**src/sv/aaas_pkg.sv**
```systemverilog
// shared types and constants for the altitude average and setpoint core
`timescale 1ns / 1ps
`default_nettype none

package aaas_pkg;

   // window and sensor scaling
   localparam int unsigned WINDOW_LEN = 10;
   localparam int unsigned ADC_SPAN   = 1241;
   localparam int unsigned PCT_SCALE  = 100;

   // field widths
   localparam int unsigned CMD_W      = 2;
   localparam int unsigned SAMPLE_W   = 12;
   localparam int unsigned DELTA_W    = 8;
   localparam int unsigned DESCENT_W  = 7;
   localparam int unsigned MEAN_W     = 12;
   localparam int unsigned PCT_W      = 10;
   localparam int unsigned SETPOINT_W = 8;
   localparam int unsigned ERROR_W    = 11;
   localparam int unsigned COUNT_W    = 10;

   // csr port
   localparam int unsigned CSR_INDEX_W = 2;
   localparam int unsigned CSR_DATA_W  = 10;
   localparam logic [CSR_INDEX_W-1:0] CSR_ALTITUDE_MAX   = 2'd0;
   localparam logic [CSR_INDEX_W-1:0] CSR_SETTLE_SAMPLES = 2'd1;
   localparam logic [SETPOINT_W-1:0]  ALTITUDE_MAX_RESET = 8'd100;
   localparam logic [COUNT_W-1:0]     SETTLE_RESET       = 10'd100;

   // request command codes
   localparam logic [CMD_W-1:0] CMD_SAMPLE   = 2'd0;
   localparam logic [CMD_W-1:0] CMD_SETPOINT = 2'd1;
   localparam logic [CMD_W-1:0] CMD_DESCEND  = 2'd2;

   // ring and running sum
   localparam int unsigned SLOT_W = $clog2(WINDOW_LEN);
   localparam int unsigned SUM_W  =
      $clog2(((1 << SAMPLE_W) - 1) * WINDOW_LEN + WINDOW_LEN / 2 + 1);

   // rounded mean: (sum + W/2) / W by reciprocal multiply
   localparam int unsigned MEAN_SHIFT  = 25;
   localparam longint unsigned MEAN_MUL =
      ((64'd1 << MEAN_SHIFT) + WINDOW_LEN - 1) / WINDOW_LEN;
   localparam int unsigned MEAN_MUL_W  = $clog2(MEAN_MUL + 1);
   localparam int unsigned MEAN_PROD_W = SUM_W + MEAN_MUL_W;

   // percent: |ref - mean| * 100 / ADC_SPAN by reciprocal multiply
   localparam int unsigned DIFF_W     = MEAN_W + 1;
   localparam int unsigned MAG_W      = $clog2((1 << MEAN_W) * PCT_SCALE);
   localparam int unsigned PCT_SHIFT  = 31;
   localparam longint unsigned PCT_MUL =
      ((64'd1 << PCT_SHIFT) + ADC_SPAN - 1) / ADC_SPAN;
   localparam int unsigned PCT_MUL_W  = $clog2(PCT_MUL + 1);
   localparam int unsigned PCT_PROD_W = MAG_W + PCT_MUL_W;
   localparam int unsigned PCT_POS_LIMIT = (1 << (PCT_W - 1)) - 1;
   localparam int unsigned PCT_NEG_LIMIT = 1 << (PCT_W - 1);
   localparam logic signed [PCT_W-1:0] PCT_POS_SAT = {1'b0, {(PCT_W-1){1'b1}}};
   localparam logic signed [PCT_W-1:0] PCT_NEG_SAT = {1'b1, {(PCT_W-1){1'b0}}};

   // request queue
   localparam int unsigned QUEUE_DEPTH = 2;
   localparam int unsigned QUEUE_PTR_W = $clog2(QUEUE_DEPTH);
   localparam int unsigned QUEUE_CNT_W = $clog2(QUEUE_DEPTH + 1);

   typedef enum logic [1:0] {
      OP_SAMPLE,
      OP_SETPOINT,
      OP_DESCEND,
      OP_NONE
   } op_type;

   typedef struct packed {
      op_type                      op;
      logic [SAMPLE_W-1:0]         sample;
      logic signed [DELTA_W-1:0]   delta;
      logic [DESCENT_W-1:0]        descent;
   } item_type;

   typedef struct packed {
      logic                   full;
      logic                   empty;
      logic [QUEUE_CNT_W-1:0] count;
   } queue_status_type;

   typedef struct packed {
      logic [SETPOINT_W-1:0] setpoint;
      logic                  latched;
      logic                  latch_now;
      logic                  land_check;
   } ctl_type;

endpackage

`default_nettype wire

```
**src/sv/aaas_front.sv**
```systemverilog
// request decode and queue push
`timescale 1ns / 1ps
`default_nettype none

module aaas_front (
   input  wire logic                               req_valid,
   output logic                                    req_ready,
   input  wire logic [aaas_pkg::CMD_W-1:0]         req_cmd,
   input  wire logic [aaas_pkg::SAMPLE_W-1:0]      req_sample_value,
   input  wire logic signed [aaas_pkg::DELTA_W-1:0] req_setpoint_delta,
   input  wire logic [aaas_pkg::DESCENT_W-1:0]     req_descent_amount,
   input  wire aaas_pkg::queue_status_type         q_status,
   output logic                                    push,
   output aaas_pkg::item_type                      push_item
);
   import aaas_pkg::*;

   op_type op;

   always_comb begin
      case (req_cmd)
         CMD_SAMPLE:   op = OP_SAMPLE;
         CMD_SETPOINT: op = OP_SETPOINT;
         CMD_DESCEND:  op = OP_DESCEND;
         default:      op = OP_NONE;
      endcase
   end

   assign req_ready         = !q_status.full;
   assign push              = req_valid && !q_status.full;
   assign push_item.op      = op;
   assign push_item.sample  = req_sample_value;
   assign push_item.delta   = req_setpoint_delta;
   assign push_item.descent = req_descent_amount;

endmodule

`default_nettype wire

```
**src/sv/aaas_queue.sv**
```systemverilog
// short request queue between decode and execution
`timescale 1ns / 1ps
`default_nettype none

module aaas_queue (
   input  wire logic                       clock,
   input  wire logic                       reset,
   input  wire logic                       push,
   input  wire aaas_pkg::item_type         push_item,
   input  wire logic                       pop,
   output logic                            pop_valid,
   output aaas_pkg::item_type              pop_item,
   output aaas_pkg::queue_status_type      status
);
   import aaas_pkg::*;

   item_type               entry_ff [QUEUE_DEPTH];
   logic [QUEUE_PTR_W-1:0] wr_ptr_ff, wr_ptr_in;
   logic [QUEUE_PTR_W-1:0] rd_ptr_ff, rd_ptr_in;
   logic [QUEUE_CNT_W-1:0] count_ff, count_in;

   always_comb begin
      wr_ptr_in = wr_ptr_ff;
      rd_ptr_in = rd_ptr_ff;
      count_in  = count_ff;
      if (push) begin
         wr_ptr_in = (wr_ptr_ff == QUEUE_PTR_W'(QUEUE_DEPTH - 1)) ? '0 : wr_ptr_ff + 1'b1;
      end
      if (pop) begin
         rd_ptr_in = (rd_ptr_ff == QUEUE_PTR_W'(QUEUE_DEPTH - 1)) ? '0 : rd_ptr_ff + 1'b1;
      end
      if (push && !pop) begin
         count_in = count_ff + 1'b1;
      end else if (pop && !push) begin
         count_in = count_ff - 1'b1;
      end
   end

   always_ff @(posedge clock) begin
      if (reset) begin
         wr_ptr_ff <= '0;
         rd_ptr_ff <= '0;
         count_ff  <= '0;
      end else begin
         wr_ptr_ff <= wr_ptr_in;
         rd_ptr_ff <= rd_ptr_in;
         count_ff  <= count_in;
      end
   end

   always_ff @(posedge clock) begin
      if (push) begin
         entry_ff[wr_ptr_ff] <= push_item;
      end
   end

   assign pop_valid    = (count_ff != '0);
   assign pop_item     = entry_ff[rd_ptr_ff];
   assign status.full  = (count_ff == QUEUE_CNT_W'(QUEUE_DEPTH));
   assign status.empty = (count_ff == '0);
   assign status.count = count_ff;

endmodule

`default_nettype wire

```
**src/sv/aaas_back.sv**
```systemverilog
// state update and result pipeline
`timescale 1ns / 1ps
`default_nettype none

module aaas_back (
   input  wire logic                                 clock,
   input  wire logic                                 reset,
   input  wire logic                                 csr_valid,
   input  wire logic [aaas_pkg::CSR_INDEX_W-1:0]     csr_index,
   input  wire logic [aaas_pkg::CSR_DATA_W-1:0]      csr_wdata,
   input  wire logic                                 pop_valid,
   input  wire aaas_pkg::item_type                   pop_item,
   output logic                                      pop,
   output logic                                      rsp_valid,
   input  wire logic                                 rsp_ready,
   output logic [aaas_pkg::MEAN_W-1:0]               rsp_mean_level,
   output logic signed [aaas_pkg::PCT_W-1:0]         rsp_height_percent,
   output logic [aaas_pkg::SETPOINT_W-1:0]           rsp_target_height,
   output logic signed [aaas_pkg::ERROR_W-1:0]       rsp_height_error,
   output logic                                      rsp_landed,
   output logic                                      rsp_reference_ready
);
   import aaas_pkg::*;

   // configuration
   logic [SETPOINT_W-1:0] alt_max_ff;
   logic [COUNT_W-1:0]    settle_ff;

   // architectural state
   logic [SAMPLE_W-1:0]   ring_ff [WINDOW_LEN];
   logic [SLOT_W-1:0]     slot_ff, slot_in;
   logic [SUM_W-1:0]      sum_ff, sum_in;
   logic [COUNT_W-1:0]    seen_ff, seen_in;
   logic                  latched_ff, latched_in;
   logic [SETPOINT_W-1:0] setpoint_ff, setpoint_in;
   logic [MEAN_W-1:0]     ref_ff;

   // pipeline
   logic                  en;
   logic                  go;
   logic                  v1_ff, v2_ff, v3_ff, v4_ff, v5_ff;
   ctl_type               ctl_in, ctl1_ff, ctl2_ff, ctl3_ff, ctl4_ff, ctl5_ff;
   logic [SUM_W-1:0]      sum_adj1_ff, sum_adj1_in;
   logic [MEAN_PROD_W-1:0] mean_prod2_ff, mean_prod2_in;
   logic [MEAN_PROD_W-1:0] mean_wide;
   logic [MEAN_W-1:0]     mean2;
   logic [MEAN_W-1:0]     ref_now;
   logic [MEAN_W-1:0]     mean3_ff, mean4_ff, mean5_ff;
   logic signed [DIFF_W-1:0] diff3_ff, diff3_in;
   logic [DIFF_W-1:0]     diff_abs;
   logic                  neg4_ff, neg5_ff;
   logic [MAG_W-1:0]      mag4_ff, mag4_in;
   logic [PCT_PROD_W-1:0] pct_prod5_ff, pct_prod5_in;
   logic [PCT_PROD_W-1:0] quot_wide;
   logic [MAG_W-1:0]      quot;
   logic [PCT_W-1:0]      quot_low;
   logic signed [PCT_W-1:0]   pct;
   logic signed [ERROR_W-1:0] err;

   // stage 0 working values
   logic [SAMPLE_W-1:0]       old_sample;
   logic [SUM_W-1:0]          sum_new;
   logic signed [COUNT_W-1:0] sp_sum;
   logic [SETPOINT_W-1:0]     sp_clamped;
   logic [SETPOINT_W-1:0]     sp_lowered;

   assign en  = !rsp_valid || rsp_ready;
   assign go  = en && pop_valid;
   assign pop = go;

   // ---------------- stage 0: state update ----------------
   always_comb begin
      old_sample = ring_ff[slot_ff];
      sum_new    = sum_ff - SUM_W'(old_sample) + SUM_W'(pop_item.sample);

      sp_sum = $signed({2'b00, setpoint_ff})
             + $signed({{(COUNT_W-DELTA_W){pop_item.delta[DELTA_W-1]}}, pop_item.delta});
      if (sp_sum >= $signed({2'b00, alt_max_ff})) begin
         sp_clamped = alt_max_ff;
      end else if (sp_sum < 0) begin
         sp_clamped = '0;
      end else begin
         sp_clamped = sp_sum[SETPOINT_W-1:0];
      end

      if (setpoint_ff > SETPOINT_W'(pop_item.descent)) begin
         sp_lowered = setpoint_ff - SETPOINT_W'(pop_item.descent);
      end else begin
         sp_lowered = '0;
      end

      slot_in     = slot_ff;
      sum_in      = sum_ff;
      seen_in     = seen_ff;
      latched_in  = latched_ff;
      setpoint_in = setpoint_ff;
      ctl_in.latch_now  = 1'b0;
      ctl_in.land_check = 1'b0;

      case (pop_item.op)
         OP_SAMPLE: begin
            sum_in  = sum_new;
            slot_in = (slot_ff == SLOT_W'(WINDOW_LEN - 1)) ? '0 : slot_ff + 1'b1;
            if (seen_ff < settle_ff) begin
               seen_in = seen_ff + 1'b1;
            end
            if (!latched_ff && seen_in >= settle_ff) begin
               latched_in       = 1'b1;
               ctl_in.latch_now = 1'b1;
            end
         end
         OP_SETPOINT: begin
            setpoint_in = sp_clamped;
         end
         OP_DESCEND: begin
            setpoint_in       = sp_lowered;
            ctl_in.land_check = (setpoint_ff == '0);
         end
         default: begin
         end
      endcase

      ctl_in.setpoint = setpoint_in;
      ctl_in.latched  = latched_in;
      sum_adj1_in     = sum_in + SUM_W'(WINDOW_LEN / 2);
   end

   always_ff @(posedge clock) begin
      if (reset) begin
         alt_max_ff <= ALTITUDE_MAX_RESET;
         settle_ff  <= SETTLE_RESET;
      end else if (csr_valid) begin
         case (csr_index)
            CSR_ALTITUDE_MAX:   alt_max_ff <= csr_wdata[SETPOINT_W-1:0];
            CSR_SETTLE_SAMPLES: settle_ff  <= csr_wdata[COUNT_W-1:0];
            default: begin
            end
         endcase
      end
   end

   always_ff @(posedge clock) begin
      if (reset) begin
         for (int i = 0; i < WINDOW_LEN; i++) begin
            ring_ff[i] <= '0;
         end
         slot_ff     <= '0;
         sum_ff      <= '0;
         seen_ff     <= '0;
         latched_ff  <= 1'b0;
         setpoint_ff <= '0;
      end else if (go) begin
         if (pop_item.op == OP_SAMPLE) begin
            ring_ff[slot_ff] <= pop_item.sample;
         end
         slot_ff     <= slot_in;
         sum_ff      <= sum_in;
         seen_ff     <= seen_in;
         latched_ff  <= latched_in;
         setpoint_ff <= setpoint_in;
      end
   end

   // ---------------- stages 1 to 5: mean, percent, error ----------------
   always_comb begin
      mean_prod2_in = MEAN_PROD_W'(sum_adj1_ff) * MEAN_PROD_W'(MEAN_MUL);

      mean_wide = mean_prod2_ff >> MEAN_SHIFT;
      mean2     = mean_wide[MEAN_W-1:0];
      ref_now   = ctl2_ff.latch_now ? mean2 : ref_ff;
      diff3_in  = $signed({1'b0, ref_now}) - $signed({1'b0, mean2});

      diff_abs = diff3_ff[DIFF_W-1] ? DIFF_W'(-diff3_ff) : DIFF_W'(diff3_ff);
      mag4_in  = MAG_W'(diff_abs) * MAG_W'(PCT_SCALE);

      pct_prod5_in = PCT_PROD_W'(mag4_ff) * PCT_PROD_W'(PCT_MUL);

      quot_wide = pct_prod5_ff >> PCT_SHIFT;
      quot      = quot_wide[MAG_W-1:0];
      quot_low  = quot[PCT_W-1:0];
      if (neg5_ff) begin
         pct = (quot > MAG_W'(PCT_NEG_LIMIT)) ? PCT_NEG_SAT : $signed(-quot_low);
      end else begin
         pct = (quot > MAG_W'(PCT_POS_LIMIT)) ? PCT_POS_SAT : $signed(quot_low);
      end
      err = $signed({{(ERROR_W-SETPOINT_W){1'b0}}, ctl5_ff.setpoint})
          - $signed({{(ERROR_W-PCT_W){pct[PCT_W-1]}}, pct});
   end

   always_ff @(posedge clock) begin
      if (reset) begin
         v1_ff     <= 1'b0;
         v2_ff     <= 1'b0;
         v3_ff     <= 1'b0;
         v4_ff     <= 1'b0;
         v5_ff     <= 1'b0;
         rsp_valid <= 1'b0;
         ref_ff    <= '0;
      end else if (en) begin
         v1_ff     <= go;
         v2_ff     <= v1_ff;
         v3_ff     <= v2_ff;
         v4_ff     <= v3_ff;
         v5_ff     <= v4_ff;
         rsp_valid <= v5_ff;
         if (v2_ff && ctl2_ff.latch_now) begin
            ref_ff <= mean2;
         end
      end
   end

   always_ff @(posedge clock) begin
      if (en) begin
         ctl1_ff       <= ctl_in;
         sum_adj1_ff   <= sum_adj1_in;
         ctl2_ff       <= ctl1_ff;
         mean_prod2_ff <= mean_prod2_in;
         ctl3_ff       <= ctl2_ff;
         mean3_ff      <= mean2;
         diff3_ff      <= diff3_in;
         ctl4_ff       <= ctl3_ff;
         mean4_ff      <= mean3_ff;
         neg4_ff       <= diff3_ff[DIFF_W-1];
         mag4_ff       <= mag4_in;
         ctl5_ff       <= ctl4_ff;
         mean5_ff      <= mean4_ff;
         neg5_ff       <= neg4_ff;
         pct_prod5_ff  <= pct_prod5_in;
         rsp_mean_level      <= mean5_ff;
         rsp_height_percent  <= pct;
         rsp_target_height   <= ctl5_ff.setpoint;
         rsp_height_error    <= err;
         rsp_landed          <= ctl5_ff.land_check && (pct == '0);
         rsp_reference_ready <= ctl5_ff.latched;
      end
   end

endmodule

`default_nettype wire

```
**src/sv/altitude_average_and_setpoint_core.sv**
```systemverilog
// top level of the altitude average and setpoint core
//
//   channel  ports                    direction  carries
//   req      req_valid / req_ready    in         event: sample, setpoint change, landing step
//   rsp      rsp_valid / rsp_ready    out        mean, percent, setpoint, error, flags
//   csr      csr_valid / csr_ready    in         register index and write data
//
// one request per cycle sustained while rsp is not stalled; every request gives one response
//   after acceptance, through state update, mean multiply, reference, scale, percent
//   multiply, saturate and output register
// the state update for a request happens at the queue head, so back-to-back
//   requests see each other's effect with no hazard
// synchronous active-high reset clears the sample ring, sums, counters,
//   setpoint, reference and both csr registers to their reset values
// a stalled rsp freezes the whole result pipeline; the two-entry queue keeps
//   req_ready high until it fills
`timescale 1ns / 1ps
`default_nettype none

module altitude_average_and_setpoint_core (
   input  wire logic                                  clock,
   input  wire logic                                  reset,
   // request channel
   input  wire logic                                  req_valid,
   output logic                                       req_ready,
   input  wire logic [aaas_pkg::CMD_W-1:0]            req_cmd,
   input  wire logic [aaas_pkg::SAMPLE_W-1:0]         req_sample_value,
   input  wire logic signed [aaas_pkg::DELTA_W-1:0]   req_setpoint_delta,
   input  wire logic [aaas_pkg::DESCENT_W-1:0]        req_descent_amount,
   // response channel
   output logic                                       rsp_valid,
   input  wire logic                                  rsp_ready,
   output logic [aaas_pkg::MEAN_W-1:0]                rsp_mean_level,
   output logic signed [aaas_pkg::PCT_W-1:0]          rsp_height_percent,
   output logic [aaas_pkg::SETPOINT_W-1:0]            rsp_target_height,
   output logic signed [aaas_pkg::ERROR_W-1:0]        rsp_height_error,
   output logic                                       rsp_landed,
   output logic                                       rsp_reference_ready,
   // csr channel
   input  wire logic                                  csr_valid,
   output logic                                       csr_ready,
   input  wire logic [aaas_pkg::CSR_INDEX_W-1:0]      csr_index,
   input  wire logic [aaas_pkg::CSR_DATA_W-1:0]       csr_wdata
);
   import aaas_pkg::*;

   queue_status_type q_status;
   logic             push;
   item_type         push_item;
   logic             pop;
   logic             pop_valid;
   item_type         pop_item;

   // csr writes are always accepted and take effect in the next cycle
   assign csr_ready = 1'b1;

   // front: decode request into an operation and push it
   aaas_front u_front (
      .req_valid          (req_valid),
      .req_ready          (req_ready),
      .req_cmd            (req_cmd),
      .req_sample_value   (req_sample_value),
      .req_setpoint_delta (req_setpoint_delta),
      .req_descent_amount (req_descent_amount),
      .q_status           (q_status),
      .push               (push),
      .push_item          (push_item)
   );

   // decoupling queue between decode and execution
   aaas_queue u_queue (
      .clock     (clock),
      .reset     (reset),
      .push      (push),
      .push_item (push_item),
      .pop       (pop),
      .pop_valid (pop_valid),
      .pop_item  (pop_item),
      .status    (q_status)
   );

   // back: running-sum state, setpoint logic and result pipeline
   aaas_back u_back (
      .clock               (clock),
      .reset               (reset),
      .csr_valid           (csr_valid),
      .csr_index           (csr_index),
      .csr_wdata           (csr_wdata),
      .pop_valid           (pop_valid),
      .pop_item            (pop_item),
      .pop                 (pop),
      .rsp_valid           (rsp_valid),
      .rsp_ready           (rsp_ready),
      .rsp_mean_level      (rsp_mean_level),
      .rsp_height_percent  (rsp_height_percent),
      .rsp_target_height   (rsp_target_height),
      .rsp_height_error    (rsp_height_error),
      .rsp_landed          (rsp_landed),
      .rsp_reference_ready (rsp_reference_ready)
   );

   // ---------------- checks ----------------

   // queue never overfills
   a_queue_bound: assert property (@(posedge clock) disable iff (reset)
      q_status.count <= QUEUE_CNT_W'(QUEUE_DEPTH))
      else $error("request queue count above depth");

   // no push into a full queue
   a_no_overflow: assert property (@(posedge clock) disable iff (reset)
      push |-> !q_status.full)
      else $error("push into full request queue");

   // landed only reported at zero setpoint and zero error
   a_landed: assert property (@(posedge clock) disable iff (reset)
      (rsp_valid && rsp_landed) |-> (rsp_target_height == '0 && rsp_height_error == '0))
      else $error("landed flag with nonzero setpoint or error");

   // once the reference is latched it stays latched on later responses
   a_ref_sticky: assert property (@(posedge clock) disable iff (reset)
      (rsp_valid && rsp_ready && rsp_reference_ready) |=> (!rsp_valid || rsp_reference_ready))
      else $error("reference ready dropped after latching");

endmodule

`default_nettype wire

```
**config.mk**
```make
export PLATFORM = sky130hd
export DESIGN_NAME = altitude_average_and_setpoint_core
export DESIGN_NICKNAME = d
export VERILOG_FILES = /design/src/sv/aaas_pkg.sv /design/src/sv/aaas_front.sv /design/src/sv/aaas_queue.sv /design/src/sv/aaas_back.sv /design/src/sv/altitude_average_and_setpoint_core.sv
export SDC_FILE = /design/constraint.sdc
export NUM_CORES = 1
export LEC_CHECK = 0
export ABC_AREA = 1
export BUFFER_PORTS_ARGS = -buffer_cell sky130_fd_sc_hd__buf_2
export CORE_MARGIN = 2
export CORE_UTILIZATION = 55
export DETAILED_ROUTE_END_ITERATION = 10
export GPL_ROUTABILITY_DRIVEN = 0
export HOLD_SLACK_MARGIN = 0.08
export PLACE_DENSITY = 0.72
export SETUP_SLACK_MARGIN = 0.05
export SLEW_MARGIN = 20
export SYNTH_ARGS = -nofsm -noshare
export SYNTH_HDL_FRONTEND = slang
export SYNTH_SLANG_ARGS = --single-unit
```
**constraint.sdc**
```tcl
create_clock -name clock -period 7.7 [get_ports clock]
set_input_delay 1.155 -clock clock [delete_from_list [all_inputs] [get_ports clock]]
set_output_delay 1.155 -clock clock [all_outputs]
set_load 0.05 [all_outputs]
```
==> impl_results.md, run 1 <==
- Outcome: finished, final reports clean
- Routed WL: 76.0 mm
- Setup TNS: 0 ps
- Crit Reg-Reg Endpoint: u_back.pct_prod5_ff[38]
- Fin crit share: 71.9%
- Area leader, netlist: edfxtp_1
- Worst R2R Setup Slack: 2160 ps
- Worst setup path class: reg -> reg
- Setup-failing EPs final: 0
- Mapped Cells: 3505
- RR Startpoint: u_back.mag4_ff[16]
- DP HPWL: 58.2 mm
- Critical Path Start Type: flop
- XOR/XNOR Fraction of Synth Area: 2.66%
- DRT Pass-1 Iters: 5
- Drt first-iter violations: 1612
- Worst path bufs/invs: 5
- Most used DFF post-synth: edfxtp_1
- Seq. cell area: 15200 um2
- WHS: 411 ps
- Worst endpoint required time: 8050 ps
- Period minus WS final: 5540 ps
- Maxcap violations: 0
- Initial antenna violation count: 0
- Cts hold-fix bufs: 0
- CTS tree: done
- Hold Fails Final Rpt: 0
- Synth Area in Compound Gates: 9.06%
- Async SR Flop Fraction: 0%
- Worst path depth: 21
- Antenna cells: 0
- Critical-path cell list: fa_1, fa_1, fa_1, inv_1, fa_1, inv_1, fa_1, inv_1, fa_1, inv_1, ha_1, nand2_1, nor2_1, nand2_1, inv_1, a21boi_0, o21a_1, nor3_1, a211oi_1, nand2_1, xor2_1
- Met3 wire len: 3.92 mm
- Share of cells above drive strength 1: 8.13%
- CTS max path bufs: 3
- CTS Buf Count: 55
- H-tree Lvls: 2
- Global route total overflow: 0
- Via-per-instance ratio: 5.34
- Largest family of logic cells by synthesized area: adder cells
- Core area: 65400 um2
- Setup bufs post-CTS: 0
- Nets: 4267
- Met1 WL: 32.9 mm
- R2R cell count: 21
- Slew Viols, Final: 0
- Critical path capture point type: flop
- Initial core utilization: 55.3%
- Crit path launch: u_back.mag4_ff[16]
- Avg Cell Area, Syn: 10.3 um2
- Multiplexer share of the synthesized area: 2.05%
- Synthesis-to-layout area growth: 8.94%
- Flops & latches, synth: 534
- Area of the multi-input gates: 17900 um2
- Crit path max-delay cell type: fa_1
- Post-synthesis sequential area ratio: 42.0%
- Critical Path End: u_back.pct_prod5_ff[38]
- # IOs: 92
- DR WL met2: 37.1 mm
- Root Driver: clkbuf_16
- Die area: 67800 um2
- Area share of the largest cell type after synthesis: 37.4%
- Reg clk slew, reported paths: 60 ps
- Synthesized area: 36200 um2
- Normalized max-slew margin: 27.6%
- DRT antenna net count: 0
- Vias in the first global route: 23900
- Most frequent cells in the layout: inv_1, edfxtp_1, ha_1
- WL/cell: 16.9 um
- I/O Buffers: 90
- Post-synthesis adder-cell area fraction: 26.4%
- Library cells used by synthesis: 68
- Clock sinks: 534
- First-pass GRT wire length: 122 mm
- DR top layer: met4
- Syn. warnings: 0
- Clock Skew: 24.9 ps
- Syn_nets: 4180
- Drc violations: 0
- FP Rows: 94
- DIE HEIGHT: 260 um
- RSZ-0062 raised after global routing: no
- EDFF count, synth: 450
- Fillers: 5503
- CP arrival: 5890 ps
- Simple-gate share of the synthesized area: 9.26%
- Post-CTS sizing: 0
- Largest net degree at the start of global routing: 85
- Gr usage total: 23.0%
- Most used cell, CP: fa_1
- Die W: 260 um
- Synth top area cells: edfxtp_1, ha_1, fa_1
- FMAX: 181 MHz
- Largest delay contributor family on the critical path: adder cells
- Commonest non-fill, non-tap cell in the layout: inv_1
- Measured slew at the worst slew-check pin: 1090 ps
- Worst-skew pair later-pin latency: 610 ps
- HP Class: reg -> reg
- Max FO, Critical Path: 6
- CP peak stage delay: 550 ps
- Detailed-route via count: 24100
state kept, by name (all words and copies together) (netlist names), 11 cells and up, named ones only:
signal / flops
u_back.sum_ff: 16
u_back.mean_prod2_ff: 12
u_back.diff3_ff: 13
u_back.ctl1_ff: 11
u_back.ctl2_ff: 11
u_back.mag4_ff: 17
u_back.mean3_ff: 12
u_back.ring_ff: 192
u_back.mean4_ff: 12
u_back.mean5_ff: 12
u_back.ref_ff: 12
u_back.sum_adj1_ff: 16
u_back.rsp_height_error: 11
u_queue.entry_ff: 58
u_back.rsp_mean_level: 12
routing by layer:
layer  global-route usage [%]  vias to the layer above
li1                         -                    11800
met1                     30.4                    11600
met2                     39.3                      551
met3                     3.41                      125
met4                     6.87                        0
met5                        0                        -
how the worst min path moves through the flow:
stage | slack (ps) | startpoint | depth (start not counted) | endpoint
finish | 410 | u_back.ctl4_ff[4] | 0 | u_back.ctl5_ff[4]
global placement | 400 | u_back.ctl1_ff[1] | 0 | u_back.ctl2_ff[1]
floorplan | 400 | u_back.ctl1_ff[0] | 0 | u_back.ctl2_ff[0]
global route | 410 | u_back.ctl4_ff[4] | 0 | u_back.ctl5_ff[4]
CTS | 410 | u_back.mean3_ff[0] | 0 | u_back.mean4_ff[0]
detailed placement | 400 | u_back.ctl2_ff[10] | 0 | u_back.ctl3_ff[10]
cell type report:
cell class / instances / share of cell area [%]
sequential: 534 / 38.6
clock buffer: 72 / 3.91
clock inverter: 32 / 0.893
timing repair buffer: 108 / 1.49
tap: 864 / 2.74
multi-input combinational: 2162 / 45.4
inverter: 731 / 6.99
cells in the mapped netlist, drive strengths merged (34+ instances only):
cell,number
nand2,369
a21oi,231
inv,728
ha,406
xor2,75
o21ai,200
dfxtp,84
o211ai,58
fa,223
nor2,260
xnor2,34
mux2i,65
nand3,87
edfxtp,450
clkbuf,47
metrics by stage:
stage	util [%]	instance area (um2)	cells	setup WS (ps)
final	60.2	39400	4503	2160
after global routing	60.2	39400	4503	1840
after CTS	60.2	39400	4503	2130
after detailed placement	57.3	37500	4399	2150
after global placement	57.3	37500	4399	2230
after floorplan	-	36200	3505	1150
kinds of logic (layout without fill, tap and decap cells):
kind of cell | after synthesis | count (layout)
buf+inv | 809 | 943
mux | 73 | 73
fa+ha+maj | 629 | 629
xor+xnor | 109 | 109
compound gates | 568 | 568
flops | 534 | 534
other cells | 1 | 1
simple gates | 782 | 782
Power of run 1 is not shown: default switching activity piles up to over one toggle a cycle in this logic, so the estimate is an artifact.
==> run 2, diff against run 1 <==
- ABC_AREA: 1 -> 0
- clock period: 7.7 -> 5.6 ns (I/O delays scaled with it)
==> impl_results.md, run 2 <==
- Share of cells above drive strength 1: 17.6%
- CP peak stage delay: 670 ps
- Most used DFF post-synth: edfxtp_1
- Async SR Flop Fraction: 0%
- Core area: 62700 um2
- Max FO, Critical Path: 4
- Biggest register: u_back.ring_ff
- Clock sinks: 534
- DIE HEIGHT: 255 um
- Crit path max-delay cell type: fa_2
- Die W: 255 um
- I/O Buffers: 90
- Measured slew at the worst slew-check pin: 1060 ps
- Fillers: 4598
- Mapped Cells: 2884
- Worst setup path class: reg -> reg
- Hold Fails Final Rpt: 0
- Area share of the largest cell type after synthesis: 38.9%
- Critical path capture point type: flop
- Avg Cell Area, Syn: 12.0 um2
- First-pass GRT wire length: 117 mm
- Flops & latches, synth: 534
- Library cells used by synthesis: 80
- FP Rows: 92
- Maxcap violations: 0
- Most frequent cell after synthesis: inv_1
- Worst path bufs/invs: 4
- Area of the multi-input gates: 17800 um2
- Commonest non-fill, non-tap cell in the layout: inv_1
- Util after Layout: 63.2%
- Worst-skew pair later-pin latency: 650 ps
- Slew Viols, Final: 0
- Syn_nets: 3559
- Outcome: finished, violations left
- Failing checks: setup timing
- Pre-CTS WS: -464 ps
- Critical Path Start Type: flop
- Synthesis-to-layout area growth: 14.1%
- Crit path launch: u_back.mag4_ff[17]
- Setup-failing EPs final: 14
- Worst Min Path Start: req_sample_value[3]
- Max reg flops: 192
- # IOs: 92
- RR Startpoint: u_back.mag4_ff[17]
- Post-synthesis sequential area ratio: 43.8%
- Via-per-instance ratio: 5.42
- Global route total overflow: 0
- Worst R2R Setup Slack: -390 ps
- CTS Buf Count: 56
- WL/cell: 18.4 um
- Nets: 3801
- Period minus WS final: 5990 ps
- Reg clk slew, reported paths: 60 ps
- Commonest cells in the netlist: inv_1, edfxtp_1, ha_1
- Final setup margin: -390 ps
- Die area: 65200 um2
- Synth top area cells: edfxtp_1, ha_1, fa_1
- Most frequent cells in the layout: inv_1, edfxtp_1, ha_1
- Normalized max-slew margin: 29.2%
- Largest delay contributor family on the critical path: adder cells
- Non-Filler Instances: 4019
- FMAX: 167 MHz
- Synthesized area: 34700 um2
- Antenna cells: 0
- Most used cell, CP: fa_2
- Area leader, netlist: edfxtp_1
- CTS tree: done
- Gr usage total: 23.2%
- Clock Skew: 67.8 ps
- Drt first-iter violations: 1491
- Placed cell count: 3891
- Detailed-route via count: 21800
- CTS max path bufs: 3
- Fin crit share: 107%
- HP Class: in -> reg
- H-tree Lvls: 2
- DP HPWL: 56.9 mm
- Initial core utilization: 55.4%
- Initial antenna violation count: 0
- Seq. cell area: 15200 um2
- Root Driver: clkbuf_16
- Largest net degree at the start of global routing: 90
- EDFF count, synth: 450
- DRT antenna net count: 0
- Vias in the first global route: 23100
- Drc violations: 0
- Syn. warnings: 0
- Routed WL: 74.0 mm
- Worst endpoint required time: 5970 ps
- CP arrival: 6360 ps
- Critical-path cell list: fa_2, fa_2, fa_2, inv_2, fa_2, inv_2, fa_1, fa_2, ha_4, and4_1, and3_4, o211ai_1, o211ai_1, buf_4, o41a_1, buf_4, and2_4, o21a_1, nor2_1, xnor2_1
- DRT Pass-1 Iters: 5
- RSZ-0062 raised after global routing: yes
- Regs by FF count: u_back.ring_ff x192, u_queue.entry_ff x58, u_back.mag4_ff x17
==> run 2: metrics by stage <==
step	setup TNS [ps]	hold WS (ps)	instance area, um2
after floorplan	-252	400	34800
after global placement	-2160	400	37200
after detailed placement	-3610	405	37200
after CTS	-2310	357	39200
after global routing	-6160	370	39600
final	-2840	386	39600
==> run 2: cell families after synthesis <==
family	synth area share [%]
other cells	0.0108
simple gates	7.57
xor+xnor	2.97
mux	5.47
fa+ha+maj	27.5
flops	43.8
compound gates	6.32
buf+inv	6.42
==> run 2: final cells by class <==
cell class | count | share of cell area, %
multi-input cells | 1759 | 44.9
flip-flops and latches | 534 | 38.4
inverters | 516 | 4.90
repair buffers | 259 | 4.45
clock buffers | 70 | 3.67
well taps | 846 | 2.67
clock inverters | 35 | 1.09
==> run 2: worst register-to-register path, stage by stage (launching register included) <==
cell	delay (ps)
edfxtp_1	450
fa_2	670
fa_2	480
fa_2	560
inv_2	40
fa_2	520
inv_2	40
fa_1	450
fa_2	560
ha_4	200
and4_1	210
and3_4	180
o211ai_1	80
o211ai_1	110
buf_4	150
o41a_1	360
buf_4	160
and2_4	150
o21a_1	180
nor2_1	120
xnor2_1	70
==> run 2: timing repair <==
action,in CTS,in global routing
endpoints found under the setup margin,16,21
cloned,0,0
buffers inserted,8,17
pin swaps,21,48
hold buffers,0,0
gates resized for setup,24,52
==> run 2: worst paths after layout <==
path / to / depth (start not counted)
max reg2reg: u_back.pct_prod5_ff[36] / 20
min: u_queue.entry_ff[1][18] / 1
max: u_back.pct_prod5_ff[36] / 20
min reg2reg: u_back.mean5_ff[4] / 0
==> run 2: per-layer routing <==
metal / part of all wire (%) / wire, um / GRT usage [%]
met1: 40 / 29800 / 28.9
met2: 51 / 37400 / 41.1
met3: 5.4 / 4030 / 3.03
met4: 3.6 / 2690 / 9.16
met5: 0 / 0 / 0
Power of run 2 is left out for the same reason.
